<file path="src/design/cpc_pkg.sv">
package cpc_pkg;

  // largest number of micro-rotations the arctangent table covers
  localparam int MAX_ITER = 24;

  // 1/K in Q30
  localparam logic signed [30:0] KINV = 31'sd652032874;

  // shift that undoes the Q30 gain and Q8 fraction
  localparam int OUT_SHIFT = 38;

  // atan(2^-i), 2^32 = full circle
  localparam logic [31:0] ATAN_TAB [MAX_ITER] = '{
    32'd536870912, 32'd316933406, 32'd167458907, 32'd85004756,
    32'd42667331,  32'd21354465,  32'd10679838,  32'd5340245,
    32'd2670163,   32'd1335087,   32'd667544,    32'd333772,
    32'd166886,    32'd83443,     32'd41722,     32'd20861,
    32'd10430,     32'd5215,      32'd2608,      32'd1304,
    32'd652,       32'd326,       32'd163,       32'd81
  };

  // control travelling beside each item
  typedef struct packed {
    logic valid;
    logic cmd;     // 0 = cartesian to polar, 1 = polar to cartesian
    logic origin;  // cartesian input at (0,0)
    logic last;
  } ctl_t;

  localparam logic CMD_TO_POLAR = 1'b0;
  localparam logic CMD_TO_RECT  = 1'b1;

endpackage

</file>
<file path="src/design/cpc_post.sv">
module cpc_post #(
  parameter int XW = 35,
  parameter int DATA_WIDTH = 16
) (
  input  logic                 clk,
  input  logic                 rst,
  input  logic                 en,
  input  cpc_pkg::ctl_t        ctl_in,
  input  logic signed [XW-1:0] x_in,
  input  logic signed [XW-1:0] y_in,
  input  logic [31:0]          z_in,
  output cpc_pkg::ctl_t        ctl_out,
  output logic [16:0]          result_a,
  output logic [15:0]          result_b
);

  localparam int QW = XW - DATA_WIDTH + 8;
  localparam int PW = QW + 31;
  localparam logic signed [PW-1:0] RND = PW'(64'd1 << (cpc_pkg::OUT_SHIFT - 1));

  logic signed [XW-1:0] xs;
  logic signed [XW-1:0] ys;
  logic signed [QW-1:0] qx;
  logic signed [QW-1:0] qy;

  cpc_pkg::ctl_t        ctl_m;
  logic signed [PW-1:0] px;
  logic signed [PW-1:0] py;
  logic [31:0]          zm;

  logic signed [PW-1:0] rx;
  logic signed [PW-1:0] ry;
  logic signed [PW-cpc_pkg::OUT_SHIFT-1:0] sx;
  logic signed [PW-cpc_pkg::OUT_SHIFT-1:0] sy;
  logic [31:0]          zr;
  logic [15:0]          yb;

  // floor to q8
  assign xs = x_in >>> (DATA_WIDTH - 8);
  assign ys = y_in >>> (DATA_WIDTH - 8);
  assign qx = xs[QW-1:0];
  assign qy = ys[QW-1:0];

  // round half up and drop the fraction
  assign rx = px + RND;
  assign ry = py + RND;
  assign sx = rx[PW-1:cpc_pkg::OUT_SHIFT];
  assign sy = ry[PW-1:cpc_pkg::OUT_SHIFT];
  assign zr = zm + 32'h0000_8000;

  // saturate y to 16 bits
  always_comb begin
    if (sy > (PW-cpc_pkg::OUT_SHIFT)'(32767)) begin
      yb = 16'h7fff;
    end else if (sy < -(PW-cpc_pkg::OUT_SHIFT)'(32768)) begin
      yb = 16'h8000;
    end else begin
      yb = sy[15:0];
    end
  end

  // gain correction multiply, then rounding and output selection
  always_ff @(posedge clk) begin
    if (rst) begin
      ctl_m   <= '0;
      ctl_out <= '0;
    end else if (en) begin
      ctl_m   <= ctl_in;
      ctl_out <= ctl_m;
    end
    if (en) begin
      px <= qx * cpc_pkg::KINV;
      py <= qy * cpc_pkg::KINV;
      zm <= z_in;
      if (ctl_m.origin) begin
        result_a <= '0;
        result_b <= '0;
      end else if (ctl_m.cmd == cpc_pkg::CMD_TO_POLAR) begin
        result_a <= sx[16:0];
        result_b <= zr[31:16];
      end else begin
        result_a <= sx[16:0];
        result_b <= yb;
      end
    end
  end

endmodule

</file>
<file path="config.mk">
export PLATFORM = sky130hd
export DESIGN_NAME = cpc_post
export DESIGN_NICKNAME = d
export VERILOG_FILES = /design/src/design/cpc_pkg.sv /design/src/design/cpc_post.sv
export SDC_FILE = /design/constraint.sdc
export NUM_CORES = 2
export LEC_CHECK = 0
export BUFFER_PORTS_ARGS = -buffer_cell sky130_fd_sc_hd__buf_2
export CORE_MARGIN = 10
export CORE_UTILIZATION = 50
export CTS_CLUSTER_SIZE = 28
export DETAILED_ROUTE_END_ITERATION = 10
export PLACE_DENSITY_LB_ADDON = 0.08
export SYNTH_ARGS = -nofsm -noshare
export SYNTH_HDL_FRONTEND = slang
export SYNTH_SLANG_ARGS = --single-unit
</file>
<file path="constraint.sdc">
create_clock -name clk -period 12.1 [get_ports clk]
set_clock_uncertainty 0.2 [all_clocks]
set_input_delay 1.21 -clock clk [delete_from_list [all_inputs] [get_ports clk]]
set_output_delay 1.21 -clock clk [all_outputs]
set_load 0.02 [all_outputs]
</file>
[Word-level counts from Yosys, hierarchy flattened]
Cells that the tools add are included.
Cells by class
  shifts and indexed selects: 0
  mux-type cells: 3
  div/mod/pow operators: 0
  reduce and logical (&&, ||, !) cells: 0
  $lt $le $gt $ge: 2
  $add $sub $neg: 3
  equality and inequality tests: 0
  bitwise gates (word level): 0
  $mul: 2
Operators by type and width (number)
  $add 58x39->58 const B: 1
  $mul 27x30->57 const B: 1
  $add 55x39->55 const B: 1
  $mul 27x30->54 const B: 1
  $mux 16: 3
  $add 32x16->32 const B: 1
  $gt 20x16->1 const B: 1
  $lt 20x16->1 const B: 1
Word-level totals
  register bits after elaboration: 184
  latch bits: 0
  logic and storage cells: 23
  output and inout port bits: 37
  memory bits (writable): 0
  bits in read-only memories: 0
  memories: 0
  input bits: 109

[Depth between registers and ports, before layout]
  word-level depth: 5
  gate-level depth with buffers: 24
  gate-level depth less buffers: 24

[Worst setup path after synthesis]
No wires, ideal clock.
  kind: input port to flip-flop
  start: in y_in[12]
  end: reg py[56], data pin
  arrival: 7.052 ns
  stages on the path: 22
  buffers on the path: 0
  setup slack: 4.592 ns
  library setup time: 0.255 ns
  data required time: 11.645 ns
  cell sequence: ha_1 inv_1 fa_1 fa_1 fa_1 inv_1 fa_1 inv_1 fa_1 inv_1 fa_1 ha_1 a2111oi_2 o21ai_1 a221oi_2 o21ai_1 a21oi_2 o31a_4 o21ai_4 a221o_1 a211o_1 and3_1
On the way
  cells in the longest elaborated chain, start to end: 1
RTL lines
  start, declared: line cpc_post.sv:10  | input logic signed [XW-1:0] y_in,
  $mul 27x30->57: line cpc_post.sv:73  | py <= qy * cpc_pkg::KINV;
  end signal, assigned: line cpc_post.sv:73
  end, declared: line cpc_post.sv:28  | logic signed [PW-1:0] py;
Every way passes these cells.
A chain may end at the register's enable or synchronous reset.

[Worst setup path after layout]
  start: in y_in[15]
  end: reg py[56], data pin
The elaborated chain is that of the path after synthesis.

==> reports/metrics.csv <==
metric,value,unit
htreeDepth,3,
die_h,264.3,µm
num_antenna_cells,0,
clk_path_buf_depth,2,
core_area,59020,µm²
whs_endpoint,ctl_m[0],
use_met1,0.3027,
die_area,69880,µm²
rrSetupSlack,8800,ps
cp_data_required_time,11990,ps
syn_nets,4106,
vias_per_cell,5.074,
io_buffers,114,
busiest_layer,met2,
worstHoldStart,ctl_m[0],
syn_inst,2773,
final_common_cell,inv_1,
cts_hold_buf,0,
wl,73820,µm
min_path_cells,2,
vias,18610,
cp-end-kind,flop,
synth_edf_count,89,
grt_max_degree,50,
clk_latency,340,ps
synth_top_cell_area_share,0.4500,
ys_ff_latch,97,
fin_crit_sh,0.7276,
start_kind,primary input,
crit_arrival,8700,ps
setup_violations,0,
status,completed,
tightestPinTransition,1146,ps
initial_utilization,0.5058,
synth.top_cells.by_area,"fa_1 (45%), ha_1 (23%), inv_1 (12%), edfxtp_1 (9.0%), xnor2_1 (1.3%)",
reg2reg_depth,8,
drv_cap,0,
maxSlewHeadroom,0.2316,
numCtsBuffers,9,
grt_pass1_wl,119500,µm
cts_root_buffer,clkbuf_16,
grt-ovfl-total,0,
cts_tree,built,
ys_seq_area_frac,0.09489,
post_cts_buffers,0,
wl_per_cell,20.13,µm
remaining_drc_errors,0,
cp_max_fo,8,
first_global_vias,21390,
layout_common_cells,"inv_1 (938), fa_1 (671), ha_1 (553)",
ys_warn_count,0,
async_flop_share,0,
cts_sinks,97,
nets,4223,
fmax,0.1136,GHz
initialDrtViolationCount,1025,
syn_to_final_growth,6.203,%
grt_use_met3,0.04090,
clk_pin_slew,60,ps
rsz0062_at_grt,no,
min_period,8804,ps
dp_cells,3652,
final_max_slew_viol_count,0,
finalHoldViolCount,0,
reg2reg_from,py[38],
rows,89,
final-instance-count-excl-fill,3668,
first_pass_iters,5,
layout-drive-gt1-share,0.05216,
die_w,264.3,µm
synth_cell_types,58,
hpwl,68600,µm
antenna_found_initial,1,
globalRouteMet2Util,0.3645,
postRouteAntennaNets,0,
cts-resized-gates,0,
path_class,in2reg,
grtUsageTotal,0.2198,
hold_class,reg2reg,
r2r-end,result_b[6],
ios,146,
place_congestion,0.9308,
fin_setup_tns,0,ps
syn_avg_cell_area,10.77,µm²
syn_area,29850,µm²
synth_ff_type,edfxtp_1,
synth_top_area_cell,fa_1,
how the worst max path moves through the flow:
stage / slack (ps) / end / from / cells after the start
floorplan: 4590 / py[56] / y_in[12] / 22
global placement: 3010 / py[56] / y_in[15] / 23
detailed placement: 2960 / py[56] / y_in[15] / 23
CTS: 3300 / py[56] / y_in[15] / 23
global route: 2930 / py[56] / y_in[15] / 23
finish: 3300 / py[56] / y_in[15] / 23
critical path, stage by stage:
cell	delay, ps
buf_2	260
fa_1	520
fa_1	550
inv_1	60
fa_1	520
inv_1	50
fa_1	400
fa_1	490
inv_1	60
fa_1	540
inv_1	50
fa_1	440
ha_1	300
a21oi_1	160
nor2_1	70
a211oi_1	930
nand4_1	430
a21oi_2	440
o31a_4	220
o21ai_4	90
a221o_1	430
a211o_1	280
and3_1	180
layer usage:
layer  share of wire  vias to the layer above
met5         0.00023                        -
met4           0.014                        2
met3           0.054                       53
met2            0.48                      368
met1            0.45                     9547
li1                -                     8641
metrics by stage:
step / cell area, µm² / utilization / setup WS [ps] / hold WS [ps]
2_1_floorplan: 29850 / - / 4592 / 260.1
3_3_place_gp: 31370 / 0.5315 / 3009 / 268.3
3_5_place_dp: 31370 / 0.5315 / 2962 / 286.5
4_1_cts: 31700 / 0.5372 / 3303 / 303.8
5_1_grt: 31700 / 0.5372 / 2928 / 342.4
6_report: 31700 / 0.5372 / 3296 / 301.0
state kept, by name, indices dropped and copies added (netlist names):
register,flops
px,18
result_a,17
py,21
zm,17
result_b,16
ctl_out,4
ctl_m,4
logic make-up (layout without fill, tap and decap cells):
group                      after synthesis  count (layout)  synth area share
and+or+nand+nor                        243             243           0.03927
buffers and inverters                  948            1070            0.1192
xor gates and xnor gates                79              79           0.02318
adders and majority gates             1224            1224            0.6818
DFF                                     97              97           0.09489
muxes                                    8               8          0.002683
AOI/OAI and AO/OA                      174             174           0.03898
cell usage after synthesis, types with 2 or more instances:
cell type / count
edfxtp_1: 89
and4_1: 3
and2b_2: 2
nand2_1: 42
ha_1: 553
clkbuf_1: 8
a211oi_1: 9
or2_2: 9
nand2b_1: 4
nor4_1: 2
mux2i_1: 8
a21oi_1: 50
xnor2_1: 44
and3_1: 14
xor2_1: 35
fa_1: 671
a21o_1: 35
nand4_1: 22
nor3_1: 21
a31oi_1: 9
o21bai_1: 2
o21ai_0: 19
inv_1: 938
o31ai_1: 3
dfxtp_1: 8
nor2_1: 76
o21a_1: 16
nand3_1: 37
o21ai_1: 7
a211o_1: 2
a21boi_0: 2
a21oi_2: 2
nor2b_1: 3
or3_1: 4
area by class of cell:
type                       instances  area, µm²
sequential                        97       2833
multi-input combinational       1728      23460
tap                              773      967.2
timing repair buffer             116      588.1
clock inverter                     6      106.4
fill                            5408      27310
inverter                         938       3521
clock buffer                      10      229.0
Power is left out: the tool's default activity adds up to more than one toggle a clock period on the data nets, which glitch-free logic cannot reach.
