--- config.mk ---
export PLATFORM = sky130hd
export DESIGN_NAME = cpc_cell
export DESIGN_NICKNAME = d
export VERILOG_FILES = /design/src/design/cpc_pkg.sv /design/src/design/cpc_cell.sv
export SDC_FILE = /design/constraint.sdc
export NUM_CORES = 1
export LEC_CHECK = 0
export BUFFER_PORTS_ARGS = -buffer_cell sky130_fd_sc_hd__buf_2
export CORE_UTILIZATION = 56
export CTS_CLUSTER_SIZE = 10
export DETAILED_ROUTE_END_ITERATION = 8
export GPL_TIMING_DRIVEN = 1
export PLACE_DENSITY = 0.82
export SYNTH_ARGS = -nofsm -noshare
export SYNTH_HDL_FRONTEND = slang
export SYNTH_SLANG_ARGS = --single-unit
--- constraint.sdc ---
create_clock -name clk -period 3.35 [get_ports clk]
set_input_delay 0.1675 -clock clk [delete_from_list [all_inputs] [get_ports clk]]
set_output_delay 0.1675 -clock clk [all_outputs]
set_load 0.05 [all_outputs]
--- src/design/cpc_pkg.sv ---
package cpc_pkg;

  // largest number of micro-rotations the arctangent table covers
  localparam int MAX_ITER = 24;

  // 1/K in Q30
  localparam logic signed [30:0] KINV = 31'sd652032874;

  // shift that undoes the Q30 gain and Q8 fraction
  localparam int OUT_SHIFT = 38;

  // atan(2^-i), 2^32 = full circle
  localparam logic [31:0] ATAN_TAB [MAX_ITER] = '{
    32'd536870912, 32'd316933406, 32'd167458907, 32'd85004756,
    32'd42667331,  32'd21354465,  32'd10679838,  32'd5340245,
    32'd2670163,   32'd1335087,   32'd667544,    32'd333772,
    32'd166886,    32'd83443,     32'd41722,     32'd20861,
    32'd10430,     32'd5215,      32'd2608,      32'd1304,
    32'd652,       32'd326,       32'd163,       32'd81
  };

  // control travelling beside each item
  typedef struct packed {
    logic valid;
    logic cmd;     // 0 = cartesian to polar, 1 = polar to cartesian
    logic origin;  // cartesian input at (0,0)
    logic last;
  } ctl_t;

  localparam logic CMD_TO_POLAR = 1'b0;
  localparam logic CMD_TO_RECT  = 1'b1;

endpackage

--- src/design/cpc_cell.sv ---
module cpc_cell #(
  parameter int XW = 35,
  parameter int SHIFT = 0,
  parameter logic [31:0] ATAN = 32'd0
) (
  input  logic                 clk,
  input  logic                 rst,
  input  logic                 en,
  input  cpc_pkg::ctl_t        ctl_in,
  input  logic signed [XW-1:0] x_in,
  input  logic signed [XW-1:0] y_in,
  input  logic [31:0]          z_in,
  output cpc_pkg::ctl_t        ctl_out,
  output logic signed [XW-1:0] x_out,
  output logic signed [XW-1:0] y_out,
  output logic [31:0]          z_out
);

  logic signed [XW-1:0] dx;
  logic signed [XW-1:0] dy;
  logic                 down;

  // rotation direction: vectoring follows y, rotation follows z
  assign dx = y_in >>> SHIFT;
  assign dy = x_in >>> SHIFT;
  assign down = (ctl_in.cmd == cpc_pkg::CMD_TO_POLAR) ? !y_in[XW-1] : z_in[31];

  // one micro-rotation per cycle while en is high
  always_ff @(posedge clk) begin
    if (rst) begin
      ctl_out <= '0;
    end else if (en) begin
      ctl_out <= ctl_in;
    end
    if (en) begin
      if (down) begin
        x_out <= x_in + dx;
        y_out <= y_in - dy;
        z_out <= z_in + ATAN;
      end else begin
        x_out <= x_in - dx;
        y_out <= y_in + dy;
        z_out <= z_in - ATAN;
      end
    end
  end

endmodule

== Word-level counts from Yosys, hierarchy flattened ==
Index checks and enable logic that the tools add are counted.

* Flip-flop bits (word level): 106
* Output and inout bits: 106
* Logic and storage cells: 14
* Input port bits: 109

* Muxes and demuxes: 3
* $add $sub $neg: 3
* Reduce and logical (&&, ||, !) cells: 1

{| class="wikitable"
|+ Operator list
! cell !! count
|-
| 35-bit two-way mux || 2
|-
| 35-bit subtractor || 2
|-
| 35-bit adder || 1
|-
| 1-bit zero test || 1
|-
| 1-bit two-way mux || 1
|}

== Logic depth before layout (Yosys ltp) ==
* Word-level depth: 3
* Depth in mapped cells: 12
* Mapped depth without buffers: 11

== Worst setup path before layout ==
No wires, ideal clock.

* Path type: input -> register
* Start point: input x_in[1]
* End point: register x_out[33] (data pin)
* Required time: 3.085 ns
* Arrival time: 2.394 ns
* Setup slack: 0.691 ns
* Cell stages on the path: 11
* Path through: inv_1 -> ha_1 -> nor2b_1 -> o211ai_2 -> a2111oi_2 -> o41a_1 -> nor3_1 -> o311a_1 -> o31a_1 -> o21bai_1 -> xnor2_1

* Longest elaborated chain between the ends: 2
* Elaborated cells between the ends (all ways): 3

{| class="wikitable"
|+ RTL lines
! what !! RTL line !! text
|-
| start: declaration || cpc_cell.sv:10 || <nowiki>input logic signed [XW-1:0] x_in,</nowiki>
|-
| 35-bit subtractor / 35-bit adder (equally long branches) || cpc_cell.sv:41, cpc_cell.sv:37 ||
|-
| 35-bit two-way mux (*) || cpc_cell.sv:36 || <nowiki>if (down) begin</nowiki>
|-
| end signal: assignment || cpc_cell.sv:37 || <nowiki>x_out <= x_in + dx;</nowiki>
|-
| end signal: assignment || cpc_cell.sv:41 || <nowiki>x_out <= x_in - dx;</nowiki>
|-
| end: declaration || cpc_cell.sv:14 || <nowiki>output logic signed [XW-1:0] x_out,</nowiki>
|}

Every way passes the cells marked *; elsewhere a longest branch is shown, timed or not.
A chain may end at the register's enable or synchronous reset.

== Worst setup path after layout ==
* Start point: input x_in[0]
* End point: register y_out[28] (data pin)

* Longest elaborated chain between the ends: 2
* Elaborated cells between the ends (all ways): 3

{| class="wikitable"
|+ RTL lines
! what !! RTL line !! text
|-
| 35-bit adder / 35-bit subtractor (equally long branches) || cpc_cell.sv:42, cpc_cell.sv:38 ||
|-
| 35-bit two-way mux (*) || cpc_cell.sv:36 ||
|-
| end signal: assignment || cpc_cell.sv:38 || <nowiki>y_out <= y_in - dy;</nowiki>
|-
| end signal: assignment || cpc_cell.sv:42 || <nowiki>y_out <= y_in + dy;</nowiki>
|-
| end: declaration || cpc_cell.sv:15 || <nowiki>output logic signed [XW-1:0] y_out,</nowiki>
|}

Marks and branches as above.

==> results.py <==
metrics = {
    "status": {
        "status": "finished clean",
    },
    "sta": {
        "max_slew_margin_pct": 39.1,
        "holdWs_ns": 0.0189,
        "achievable-frequency_ghz": 0.342,
        "drv_slew": 0,
        "period_share_pct": 87.3,
        "setup_viol": 0,
        "worst_slew_pin_slew_ns": 0.913,
        "fin_crit_ns": 2.92,
        "fin_skew_ns": 0,
        "grt_setup_unrepaired": "no",
        "finalHoldViolCount": 0,
        "setup-tns-final_ns": 0,
    },
    "finish": {
        "drive_above_1_share_pct": 23.1,
        "n_antenna_cell": 0,
        "final_nets": 1563,
        "fillers": 1254,
        "areaGrowthSynthToFinish_pct": 24.0,
    },
    "routing": {
        "vias_per_cell": 6.01,
        "num_vias": 9436,
        "ant_nets": 0,
        "dr.pass1.iters": 5,
        "drc": 0,
        "wl_per_cell_um": 19.6,
        "drt_wl_total_um": 30800,
        "drtIter0Drc": 973,
    },
    "clock_tree": {
        "numClockSinks": 105,
        "h-tree-depth": 3,
        "clk_pin_slew_ns": 0.08,
        "worstSkewPairLatency_ns": 0.36,
        "cts_root_buffer": "clkbuf_16",
        "numCtsBuffers": 9,
        "cts_resized": 0,
        "cts_setup_buffers": 0,
        "clk_path_buf_depth": 2,
        "cts_tree": "built",
    },
    "synth": {
        "synthTopCellsByCount": "a21oi_1 (138), nor2_1 (104), ha_1 (102)",
        "synth_cell_types": 62,
        "syn-num-nets": 1296,
        "synth_edf_count": 101,
        "synth-main-ff-cell": "edfxtp_1",
        "synth_area_mm2": 0.00931,
        "ys_seq_elements": 105,
        "synth.avg_cell_area_um2": 8.60,
        "synth_top_area_share_pct": 32.6,
        "postSynthCellCount": 1082,
        "async_flop_share_pct": 0,
        "yosysSeqAreaShare_pct": 33.4,
        "yosysMostFrequentCell": "a21oi_1",
        "yosys.area.top_type": "edfxtp_1",
        "yosys_warnings": 0,
        "synth_area_leaders": "edfxtp_1 (33%), ha_1 (14%), a21oi_1 (7.4%)",
    },
    "grt": {
        "grt_max_degree": 63,
        "grt-ovfl-total": 0,
        "antenna_found_initial": 0,
        "grt.total_usage_pct": 35.8,
        "grt_pass1_vias": 9081,
        "grt_pass1_wl_um": 46800,
    },
    "place": {
        "place.gp.congestion": 0.967,
        "io_buffers": 214,
        "hpwl_um": 23500,
    },
    "min_path": {
        "hold_path.class": "primary input to flop",
    },
    "power": {
        "p_leak_nw": 5.16,
        "ir_worst_vdd_mv": 0.245,
        "power.density_mw_per_mm2": 455,
    },
    "critical_path": {
        "cp.arrival_ns": 3.04,
        "crit_path_end_kind": "flop",
        "cp-start-kind": "primary input",
        "worst-setup-path-type": "primary input to flop",
        "critical_path_required_ns": 3.47,
        "path_max_fanout": 3,
    },
    "run": {
        "drv_cap": 0,
    },
    "floorplan": {
        "die_h_um": 131,
        "die_area_mm2": 0.0171,
        "coreArea_mm2": 0.0161,
        "num_rows": 46,
        "io-pin-count": 215,
        "die_x_um": 131,
        "initial_core_util_pct": 58.0,
    },
}
-- path summary, 6_finish.rpt --
check	from	endpoint	slack, ns	cells past startpoint
worst max-delay path	x_in[0]	y_out[28]$_DFFE_PP_	0.43	14
worst min-delay path	rst	ctl_out[3]$_SDFFE_PP0P_	0.02	2
worst max register to register	ctl_out[0]$_SDFFE_PP0P_	ctl_out[0]$_SDFFE_PP0P_	2.60	2
worst min register to register	ctl_out[3]$_SDFFE_PP0P_	ctl_out[3]$_SDFFE_PP0P_	0.54	2
-- metal layers --
| metal | share of wire (%) | track usage [%] | vias up |
|---|---|---|---|
| met5 | 0 | 0 | - |
| met1 | 41 | 44.6 | 4396 |
| met3 | 8.4 | 6.19 | 90 |
| met4 | 3.7 | 17.0 | 0 |
| met2 | 47 | 60.2 | 553 |
| li1 | - | - | 4397 |
-- cells by family (layout without fill, tap and decap cells) --
| logic type | after synthesis | count (layout) | share of synthesized area [%] |
|---|---|---|---|
| fa+ha+maj | 105 | 105 | 14.4 |
| simple gates | 266 | 266 | 13.1 |
| compound gates | 370 | 370 | 24.4 |
| xor+xnor | 66 | 66 | 6.21 |
| buf+inv | 150 | 422 | 6.28 |
| flops | 105 | 105 | 33.4 |
| mux | 20 | 20 | 2.16 |
-- critical path, cell delays in order --
cell and delay, ns:
buf_2 0.12, ha_1 0.24, fa_1 0.42, nor2b_1 0.17, o211ai_1 0.29, a21oi_1 0.17
o21ai_1 0.16, buf_4 0.15, o211ai_1 0.18, and2_1 0.23, a311oi_1 0.33, buf_4 0.18
a21oi_1 0.07, xnor2_1 0.15
-- report_power, final --
| part | total [mW] | switching [mW] | internal, mW |
|---|---|---|---|
| Clock | 1.13 | 0.585 | 0.542 |
| Combinational | 2.38 | 1.66 | 0.726 |
| Sequential | 1.74 | 0.0539 | 1.69 |
| Total | 5.25 | 2.29 | 2.96 |
-- registers in the layout, indices dropped and copies added, names as in the netlist --
signal / count
z_out: 32
ctl_out: 4
x_out: 35
y_out: 34
-- per-stage QoR --
| step | cell area [um^2] | power (mW) | setup WS [ns] | instances | utilization, % |
|---|---|---|---|---|---|
| after floorplan | 9310 | 3.38 | 0.691 | 1082 | - |
| after CTS | 11500 | 5.22 | 0.519 | 1570 | 71.9 |
| final | 11500 | 5.25 | 0.427 | 1570 | 71.9 |
| after global routing | 11500 | 5.47 | 0.305 | 1570 | 71.9 |
| after global placement | 10900 | 4.04 | 0.225 | 1523 | 68.0 |
| after detailed placement | 10900 | 4.07 | 0.163 | 1523 | 68.0 |
-- area by class of cell --
cell class | count | area [um^2] | area share (%)
clock buffers | 9 | 225 | 1.95
clock inverters | 7 | 91.3 | 0.791
inverters | 103 | 389 | 3.37
well taps | 216 | 270 | 2.34
multi-input cells | 827 | 5620 | 48.7
repair buffers | 303 | 1830 | 15.9
flip-flops and latches | 105 | 3110 | 27.0
-- cell usage in the layout, fill, tap and decap left out, types with 14 or more instances in the layout --
cell | Yosys | routed
a21oi_1 | 138 | 138
buf_2 | 6 | 213
buf_4 | 3 | 58
dlygate4sd3_1 | 0 | 31
edfxtp_1 | 101 | 101
ha_1 | 102 | 102
inv_1 | 97 | 97
mux2i_1 | 19 | 18
nand2_1 | 57 | 57
nand4_1 | 15 | 15
nor2_1 | 104 | 104
nor2b_1 | 14 | 14
nor3_1 | 24 | 24
o21a_1 | 14 | 14
o21ai_0 | 98 | 98
o21bai_1 | 19 | 19
xnor2_1 | 57 | 57
-- repair_timing --
item | 4_1_cts | 5_1_grt
hold buffers | 31 | 0
endpoints found under the hold margin | 31 | 0
endpoints found under the setup margin | 0 | 0
(Power assumes the default switching activity.)
